<file path="src/sv/lrukv_pkg.sv">
package lrukv_pkg;

	localparam int DATA_W = 32;
	localparam int CAP_W  = 5;

	localparam logic OP_GET = 1'b0;
	localparam logic OP_PUT = 1'b1;

	// register index, taken from paddr[2]
	localparam logic REG_CAPACITY = 1'b0;

	localparam logic [CAP_W-1:0] CAP_RESET = 5'd16;

	typedef struct packed {
		logic                     opcode;
		logic signed [DATA_W-1:0] key;
		logic signed [DATA_W-1:0] value;
	} req_t;

	typedef struct packed {
		logic                     hit;
		logic signed [DATA_W-1:0] read_value;
		logic                     evicted;
	} rsp_t;

endpackage

</file>
<file path="src/sv/lrukv_table.sv">
module lrukv_table #(
	parameter int MAX_ENTRIES = 16
) (
	input  logic                          clk,
	input  logic                          arst_n,
	input  logic                          fire,
	input  lrukv_pkg::req_t               req,
	input  logic [lrukv_pkg::CAP_W-1:0]   cap,
	output lrukv_pkg::rsp_t               rsp
);
	import lrukv_pkg::*;

	localparam int IW   = (MAX_ENTRIES > 1) ? $clog2(MAX_ENTRIES) : 1;
	localparam int AW   = IW;
	localparam int CW   = $clog2(MAX_ENTRIES + 1);
	localparam int CMPW = (CW > CAP_W) ? CW : CAP_W;

	logic [MAX_ENTRIES-1:0]  entry_valid_q;
	logic [DATA_W-1:0]       entry_key_q  [MAX_ENTRIES];
	logic [DATA_W-1:0]       entry_data_q [MAX_ENTRIES];
	logic [AW-1:0]           entry_age_q  [MAX_ENTRIES];
	logic [CW-1:0]           live_count_q;

	logic [MAX_ENTRIES-1:0]  hit_vec;
	logic [MAX_ENTRIES-1:0]  lru_vec;
	logic [IW-1:0]           hit_idx;
	logic [IW-1:0]           lru_idx;
	logic [IW-1:0]           sel_idx;
	logic                    hit_any;
	logic [CMPW-1:0]         cap_ext;
	logic [CMPW-1:0]         eff_cap;
	logic                    is_put;
	logic                    do_evict;
	logic                    do_insert;
	logic                    do_touch;
	logic                    age_all;
	logic [AW-1:0]           ref_age;
	logic [AW-1:0]           lru_age;

	assign is_put  = (req.opcode == OP_PUT);
	assign lru_age = AW'(live_count_q - CW'(1));

	always_comb begin
		cap_ext = CMPW'(cap);
		if (cap_ext == '0) begin
			eff_cap = CMPW'(1);
		end else if (cap_ext > CMPW'(MAX_ENTRIES)) begin
			eff_cap = CMPW'(MAX_ENTRIES);
		end else begin
			eff_cap = cap_ext;
		end
	end

	always_comb begin
		for (int i = 0; i < MAX_ENTRIES; i++) begin
			hit_vec[i] = entry_valid_q[i] && (entry_key_q[i] == req.key);
			lru_vec[i] = entry_valid_q[i] && (entry_age_q[i] == lru_age);
		end
	end

	// lowest index wins; keys are unique and ranks distinct anyway
	always_comb begin
		hit_idx = '0;
		lru_idx = '0;
		for (int i = MAX_ENTRIES - 1; i >= 0; i--) begin
			if (hit_vec[i]) hit_idx = IW'(i);
			if (lru_vec[i]) lru_idx = IW'(i);
		end
	end

	assign hit_any   = |hit_vec;
	assign do_evict  = is_put && !hit_any && (CMPW'(live_count_q) >= eff_cap);
	assign do_insert = is_put && !hit_any && !do_evict;
	assign do_touch  = is_put || hit_any;
	assign age_all   = do_insert;

	always_comb begin
		priority if (hit_any) begin
			sel_idx = hit_idx;
			ref_age = entry_age_q[hit_idx];
		end else if (do_evict) begin
			sel_idx = lru_idx;
			ref_age = lru_age;
		end else begin
			// valid entries always form a prefix, so the first free slot is the count
			sel_idx = live_count_q[IW-1:0];
			ref_age = '0;
		end
	end

	always_comb begin
		rsp.hit     = hit_any;
		rsp.evicted = do_evict;
		if (is_put) begin
			rsp.read_value = req.value;
		end else if (hit_any) begin
			rsp.read_value = entry_data_q[hit_idx];
		end else begin
			rsp.read_value = -32'sd1;
		end
	end

	always_ff @(posedge clk or negedge arst_n) begin
		if (!arst_n) begin
			entry_valid_q <= '0;
			live_count_q  <= '0;
			for (int i = 0; i < MAX_ENTRIES; i++) begin
				entry_age_q[i] <= '0;
			end
		end else if (fire && do_touch) begin
			for (int i = 0; i < MAX_ENTRIES; i++) begin
				if (IW'(i) == sel_idx) begin
					entry_age_q[i] <= '0;
				end else if (entry_valid_q[i] && (age_all || entry_age_q[i] < ref_age)) begin
					entry_age_q[i] <= entry_age_q[i] + AW'(1);
				end
			end
			if (is_put) begin
				entry_valid_q[sel_idx] <= 1'b1;
			end
			if (do_insert) begin
				live_count_q <= live_count_q + CW'(1);
			end
		end
	end

	always_ff @(posedge clk) begin
		if (fire && is_put) begin
			entry_key_q[sel_idx]  <= req.key;
			entry_data_q[sel_idx] <= req.value;
		end
	end

`ifndef NO_ASSERTIONS
	a_count_matches_valid: assert property (@(posedge clk) disable iff (!arst_n)
		$countones(entry_valid_q) == int'(live_count_q))
		else $error("live count differs from valid entries");

	a_count_bounded: assert property (@(posedge clk) disable iff (!arst_n)
		live_count_q <= CW'(MAX_ENTRIES))
		else $error("live count above table size");

	a_insert_grows: assert property (@(posedge clk) disable iff (!arst_n)
		fire && do_insert |=> live_count_q == $past(live_count_q) + CW'(1))
		else $error("insert did not grow live count");

	a_evict_keeps_count: assert property (@(posedge clk) disable iff (!arst_n)
		fire && do_evict |=> $stable(live_count_q))
		else $error("eviction changed live count");

	a_evict_only_miss_put: assert property (@(posedge clk) disable iff (!arst_n)
		rsp.evicted |-> (is_put && !rsp.hit && live_count_q != '0))
		else $error("eviction on hit, get or empty table");
`endif

endmodule

</file>
<file path="src/sv/lru_key_value_cache_unit.sv">
// LRU key-value cache, fully associative, MAX_ENTRIES entries.
// Command channel (cmd_valid/cmd_stall): opcode (get/put), key, value.
// Result channel (res_valid/res_stall): hit, read_value, evicted; one
// result per command, in order.
// A transferred command is held in the input register; the lookup, age update
// and result are computed combinationally from it and loaded into the result
// register when it advances, which waits while a held result is stalled.
// Throughput is one command per cycle while res_stall is low: the single compare/update pass over
// all entries sets it, and each command sees the table left by the one before.
// While the receiver stalls, the result register holds; a new command waits in
// the input register and cmd_stall rises once both are occupied.
// capacity_in_use (APB, address 0) sets how many entries are held before the
// least recent is evicted; 0 acts as 1, values above MAX_ENTRIES as MAX_ENTRIES.
// Write it only while no command is in flight.
// Reset empties the table, sets capacity to 16 and drops any pending
// command or result.
module lru_key_value_cache_unit #(
	parameter int MAX_ENTRIES = 16
) (
	input  logic                                clk,
	input  logic                                arst_n,
	input  logic                                cmd_valid,
	output logic                                cmd_stall,
	input  logic                                opcode,
	input  logic signed [lrukv_pkg::DATA_W-1:0] key,
	input  logic signed [lrukv_pkg::DATA_W-1:0] value,
	output logic                                res_valid,
	input  logic                                res_stall,
	output logic                                hit,
	output logic signed [lrukv_pkg::DATA_W-1:0] read_value,
	output logic                                evicted,
	input  logic                                psel,
	input  logic                                penable,
	input  logic                                pwrite,
	input  logic [2:0]                          paddr,
	input  logic [31:0]                         pwdata,
	output logic [31:0]                         prdata,
	output logic                                pready
);
	import lrukv_pkg::*;

	logic             valid_s1;
	req_t             req_s1;
	logic             res_valid_q;
	rsp_t             rsp_q;
	rsp_t             rsp_next;
	logic             advance;
	logic [CAP_W-1:0] cap_q;

	assign pready = 1'b1;

	always_ff @(posedge clk or negedge arst_n) begin
		if (!arst_n) begin
			cap_q <= CAP_RESET;
		end else if (psel && penable && pwrite && pready && paddr[2] == REG_CAPACITY) begin
			cap_q <= pwdata[CAP_W-1:0];
		end
	end

	always_comb begin
		if (paddr[2] == REG_CAPACITY) begin
			prdata = 32'(cap_q);
		end else begin
			prdata = '0;
		end
	end

	assign advance   = valid_s1 && (!res_valid_q || !res_stall);
	assign cmd_stall = valid_s1 && !advance;

	always_ff @(posedge clk or negedge arst_n) begin
		if (!arst_n) begin
			valid_s1 <= 1'b0;
		end else if (!cmd_stall) begin
			valid_s1 <= cmd_valid;
		end
	end

	always_ff @(posedge clk) begin
		if (cmd_valid && !cmd_stall) begin
			req_s1.opcode <= opcode;
			req_s1.key    <= key;
			req_s1.value  <= value;
		end
	end

	lrukv_table #(
		.MAX_ENTRIES(MAX_ENTRIES)
	) u_table (
		.clk    (clk),
		.arst_n (arst_n),
		.fire   (advance),
		.req    (req_s1),
		.cap    (cap_q),
		.rsp    (rsp_next)
	);

	always_ff @(posedge clk or negedge arst_n) begin
		if (!arst_n) begin
			res_valid_q <= 1'b0;
		end else if (advance) begin
			res_valid_q <= 1'b1;
		end else if (!res_stall) begin
			res_valid_q <= 1'b0;
		end
	end

	always_ff @(posedge clk) begin
		if (advance) begin
			rsp_q <= rsp_next;
		end
	end

	assign res_valid  = res_valid_q;
	assign hit        = rsp_q.hit;
	assign read_value = rsp_q.read_value;
	assign evicted    = rsp_q.evicted;

endmodule

</file>
<file path="config.mk">
export PLATFORM = sky130hd
export DESIGN_NAME = lru_key_value_cache_unit
export DESIGN_NICKNAME = d
export VERILOG_FILES = /design/src/sv/lrukv_pkg.sv /design/src/sv/lrukv_table.sv /design/src/sv/lru_key_value_cache_unit.sv
export SDC_FILE = /design/constraint.sdc
export NUM_CORES = 2
export LEC_CHECK = 0
export ABC_AREA = 1
export BUFFER_PORTS_ARGS = -buffer_cell sky130_fd_sc_hd__buf_2
export CORE_MARGIN = 1.5
export CORE_UTILIZATION = 40
export DETAILED_ROUTE_END_ITERATION = 10
export PLACE_DENSITY = 0.65
export SYNTH_ARGS = -nofsm -noshare
export SYNTH_HDL_FRONTEND = slang
export SYNTH_HIERARCHICAL = 1
export SYNTH_SLANG_ARGS = --single-unit
</file>
<file path="constraint.sdc">
create_clock -name clk -period 7.01 [get_ports clk]
set_input_delay 0.701 -clock clk [delete_from_list [all_inputs] [get_ports clk]]
set_output_delay 0.701 -clock clk [all_outputs]
set_load 0.01 [all_outputs]
</file>
* Word level (Yosys, flattened, before mapping)
Memories as Yosys holds them, arrays and structs flattened.
Cells that the tools add are included.
** Word-level totals
- Register bits after elaboration :: 191
- Bits in writable memories :: 1024
- Input port bits :: 107
- Output and inout port bits :: 69
- Word-level logic and storage cells :: 322
- Memories kept :: 2
** Operators by class
- Add/subtract/negate cells :: 18
- $lt $le $gt $ge :: 21
- Eq/ne operators :: 48
- Multiplexer cells :: 82
- Bitwise operators :: 3
- Reduce and logical (&&, ||, !) cells :: 121
** Memory list
- u_table.entry_data_q :: words 16, bits a word 32, read ports 1, clocked after Yosys merged registers in 0, wr ports 1, line lrukv_table.sv:20 : logic [DATA_W-1:0] entry_data_q [MAX_ENTRIES];
- u_table.entry_key_q :: words 16, bits a word 32, read ports 16, clocked after Yosys merged registers in 0, wr ports 1, line lrukv_table.sv:19 : logic [DATA_W-1:0] entry_key_q [MAX_ENTRIES];
** Operator list (number)
- $eq 32x32->1 :: 16
- $mux 4 :: 70
- $add 4x1->4 const B :: 16
- $eq 4x4->1 :: 16
- $lt 4x4->1 :: 16
- $mux 32 :: 2
- $logic_and 1x1->1 :: 60
- $reduce_and 2->1 :: 18
- $eq 4x4->1 const A :: 8
- $reduce_bool 2->1 :: 16
- $logic_or 1x1->1 :: 18
- $bmux 4 s4 :: 1
- $eq 3x4->1 const A :: 4
- $or 16x16->16 :: 1
- $reduce_or 16->1 :: 1
- $mux 5 :: 3
- $eq 2x4->1 const A :: 2
- $logic_not 1->1 :: 6
- $add 5x1->5 const B :: 1
- $ge 5x5->1 :: 1
- $ge 5x5->1 const B :: 1
- $gt 5x5->1 const B :: 1
- $logic_not 5->1 :: 1
- $lt 4x5->1 const B :: 1
- 9 further kinds :: 13

* Depth between registers and ports, before layout
An unclocked memory read counts as a cell.
- Word-level depth :: 29
- Mapped depth :: 47
- Gate-level depth less buffers :: 42

* Modules after synthesis
The synthesis kept the hierarchy.
** By module, submodules not included
- lrukv_table :: times used 1, cells an instance 4784, area each 51693.3 µm², seq. area each 32876.5 µm²
- lru_key_value_cache_unit :: times used 1, cells an instance 176, area each 3538.4 µm², seq. area each 3149.3 µm²

* Worst setup path after synthesis
OpenSTA, ideal clock, no wires.
- Path kind :: flip-flop to flip-flop
- From :: register u_table.live_count_q[0]
- To :: memory u_table.entry_data_q[14][0], enable pin
- Library setup time :: 0.486 ns
- Arrival time :: 6.717 ns
- Required time :: 6.524 ns
- Setup slack :: -0.193 ns
- Stages on the path, launching flop included :: 20
- Path buffers :: 4
- Period minus slack after synthesis :: 7.203 ns
- Cell sequence :: dfrtp_1 buf_2 inv_1 clkbuf_1 clkbuf_1 ha_1 xor2_1 buf_2 xor2_1 or4_1 nand2_1 nor2_1 nor2_1 nor2_1 o21a_1 nor3_4 inv_2 nor2_8 nand2_2 nor2_1
** Between the ends
- Longest elaborated chain between the ends :: 21
- Elaborated cells between the ends (all ways) :: 53
- Those cells by class :: 1 x add/sub; 1 x order compare; 16 x eq/ne; 18 x mux; 17 x reduce/logical
** RTL lines
- start: declaration :: line lrukv_table.sv:22 : logic [CW-1:0] live_count_q;
- start signal: assignment :: line lrukv_table.sv:122 : live_count_q <= live_count_q + CW'(1);
- $sub 4x1->4 * :: line lrukv_table.sv:41 : assign lru_age = AW'(live_count_q - CW'(1));
- via u_table.lru_age[0] :: line lrukv_table.sv:38 : logic [AW-1:0] lru_age;
- $eq 4x4->1 :: line lrukv_table.sv:57 : lru_vec[i] = entry_valid_q[i] && (entry_age_q[i] == lru_age);
- $logic_and 1x1->1 :: line lrukv_table.sv:57
- $mux 4 (15 in series) :: line lrukv_table.sv:67 : if (lru_vec[i]) lru_idx = IW'(i);
- $mux 4 * :: line lrukv_table.sv:67
- $mux 4 * :: line lrukv_table.sv:81 : end else if (do_evict) begin
- $mux 4 * :: line lrukv_table.sv:78 : priority if (hit_any) begin
- end: declaration :: line lrukv_table.sv:20
Mark *: on every way through the listed nets, which the timed path passes. The rest lies on a longest branch.

==> results.yml <==
timing:
  worst_clock_skew_ns: 0.04196
  rsz0062_at_grt: "no"
  finalHoldViolations: 0
  finalMaxSlewViolations: 0
  worst_slew_pin_slew_ns: 1.214
  fin_ws_ns: 0.6709
  tns_ns: 0
  fmax_mhz: 157.8
  layout_min_cycle_time_ns: 6.339
  final.period_utilization_pct: 90.43
  relSlewSlack_pct: 19.04
  finalSetupViolations: 0
  hold_slack_ns: 0.02677
synth:
  synth-edff-count: 1123
  synthAdderAreaFrac_pct: 0.8835
  async_flop_share_pct: 7.572
  synth_top_family_by_area: "simple AND/OR/NAND/NOR gates"
  synth_common_cells: "edfxtp_1, nand2_1, nand3_1"
  yosysWarnings: 6
  synthMuxAreaShare_pct: 0
  synth-compound-area-share_pct: 6.674
  syn-cell-area_um2: 55230
  yosys.area_share.simple_pct: 18.48
  synth_flop_cell: "edfxtp_1"
  synth-xor-area-share_pct: 3.457
  synth_top_area_share_pct: 61.06
  yosysUniqueCellTypes: 64
  synth.avg_cell_area_um2: 11.14
  yosysMostFrequentCell: "edfxtp_1"
  ys_ff_latch: 1215
  ys_seq_area_share_pct: 65.23
  yosysTopAreaCell: "edfxtp_1"
  syn_inst: 4960
  yosys-top-cells-area: "edfxtp_1, nand2_1, nand3_1"
drt:
  vias: 39340
  routed_wl_um: 160600
  drc: 0
  wl_per_cell_um: 23.08
  drt_pass1_iterations: 6
  ant_nets: 0
  drt_iter0_drc: 4911
  vias_per_cell: 5.653
global_routing:
  grt_use_total_pct: 22.44
  grt_pass1_wl_um: 236000
  grt_pass1_vias: 36830
  antenna_found_initial: 5
  overflow: 0
  grt_start_max_net_pins: 160
pwr:
  swShare_pct: 32.26
  clkPwrFrac_pct: 32.7
  p_per_area_nw_per_um2: 333.1
  combPwrFrac_pct: 22.9
  power_frac_seq_pct: 44.4
  ir_drop_mv: 0.2827
  power_switching_w: 0.006694
  internal-power_w: 0.01406
  leakagePower_nw: 23.63
cts:
  max-clock-path-buffers: 3
  cts_root_buf: "clkbuf_16"
  path_clk_slew_ns: 0.06
  cts_max_level: 4
  cts_tree: "done"
  numCtsBuffers: 132
  postCtsSetupRepairBufs: 0
  clock_latency_ns: 0.77
  cts.sinks: 1215
  cts_resized: 0
  hold_buffers: 0
outcome:
  run_status: "finished, final reports clean"
layout:
  fin_cells: 6959
  nets: 5210
  area_growth_pct: 12.77
  final_cell_area_um2: 62280
  drive_above_1_share_pct: 11.29
placement:
  port-buffer-count: 118
  pre_cts_ws_ns: 0.8900
  dp_hpwl_um: 91750
  gp_congestion: 0.8971
  placed_area_um2: 58070
  dp_cells: 6724
run:
  cap_violations: 0
worst_setup_path:
  end_kind: "flop"
  required_ns: 7.64
  critPathMaxStageDelay_ns: 0.69
  crit_top_cell: "nand2_1"
  arrival_ns: 6.97
  cp_slowest_cell: "buf_4"
  start_kind: "flop"
  critPathMaxFanout: 63
  crit_type: "flop to flop"
floorplan:
  fp.dieArea_um2: 140300
  start_util_pct: 40.22
  die-height_um: 374.6
  io_pins: 176
  placementRows: 136
  die_w_um: 374.6
  coreArea_um2: 137300
min_path:
  min_path_type: "input pin to asynchronous set/reset pin"
-- critical path: cells and delay by family, from the launching register on --
| kind | cells | cell delay [ns] |
|---|---|---|
| AO/OA/AOI/OAI | 3 | 0.60 |
| XOR/XNOR | 1 | 0.17 |
| buffers and inverters | 5 | 2.14 |
| flip-flops | 1 | 0.59 |
| AND/OR/NAND/NOR | 19 | 2.59 |
-- path summary, 6_finish.rpt --
| check | startpoint | endpoint | slack, ns | cells past startpoint |
|---|---|---|---|---|
| worst max-delay path | req_s1[55] | read_value[1] | 0.67 | 28 |
| worst min-delay path | arst_n | u_table/entry_age_q[6] | 0.03 | 1 |
| worst max register to register | req_s1[55] | read_value[1] | 0.67 | 28 |
| worst min register to register | res_valid | res_valid | 0.50 | 2 |
| max in group asynchronous | arst_n | u_table/entry_age_q[49] | 5.87 | 2 |
| min in group clk | key[15] | req_s1[47] | 0.10 | 1 |
-- through the flow --
stage                     power, W  utilization, %
after floorplan            0.01260               -
after global placement     0.01387           42.28
after detailed placement   0.01402           42.28
after CTS                  0.02078           45.35
after global routing       0.02168           45.35
final                      0.02075           45.36
-- layer usage --
metal	share of wire, %	GRT usage, %	vias up
li1	-	-	17700
met1	40	30.75	19180
met2	45	35.22	2063
met3	9.9	4.214	394
met4	4.2	8.928	2
met5	0.0062	0	-
-- power groups by stage --
stage                     clock network (W)  registers, W  logic, W
after floorplan                           0       0.00915   0.00344
after global placement                    0       0.00931   0.00457
after detailed placement                  0       0.00933   0.00468
after CTS                           0.00688       0.00919   0.00470
after global routing                0.00714       0.00927   0.00526
final                               0.00679       0.00920   0.00476
-- cell type report --
cell class | instances | area [um2]
flip-flops and latches | 1215 | 36030
inverters | 352 | 1354
clock inverters | 63 | 664.4
multi-input cells | 3119 | 16600
diodes | 2 | 5.005
well taps | 1794 | 2245
repair buffers | 244 | 1839
clock buffers | 170 | 3548
fillers | 12130 | 75040
-- cell usage in the layout (no fill, tap or decap), types with 39 or more instances in the layout --
| cell type | n |
|---|---|
| inv_1 | 310 |
| xor2_1 | 98 |
| nor2_1 | 147 |
| nand3_1 | 728 |
| o22ai_1 | 107 |
| nand2_1 | 1110 |
| nand4_1 | 57 |
| buf_2 | 117 |
| a21oi_1 | 138 |
| dfrtp_1 | 91 |
| a211oi_1 | 49 |
| edfxtp_1 | 1123 |
| clkbuf_16 | 134 |
| buf_4 | 103 |
| nand2_2 | 40 |
| o21ai_0 | 128 |
| ha_1 | 39 |
| xnor2_1 | 118 |
-- sequential cells by signal, summed over array words and instances (netlist names) --
name / cells
u_table/entry_valid_q: 16
res_valid: 1
hit: 1
u_table/entry_data_q: 512
req_s1: 65
u_table/entry_key_q: 512
cap_q: 5
valid_s1: 1
u_table/entry_age_q: 64
read_value: 32
u_table/live_count_q: 5
evicted: 1
-- logic make-up after synthesis --
kind of cell,count (synthesis)
xor gates and xnor gates,218
AOI/OAI and AO/OA,589
other,2
buffers and inverters,652
and+or+nand+nor,2245
adders and majority gates,39
DFF,1215
Power figures use the tool's default switching activity.
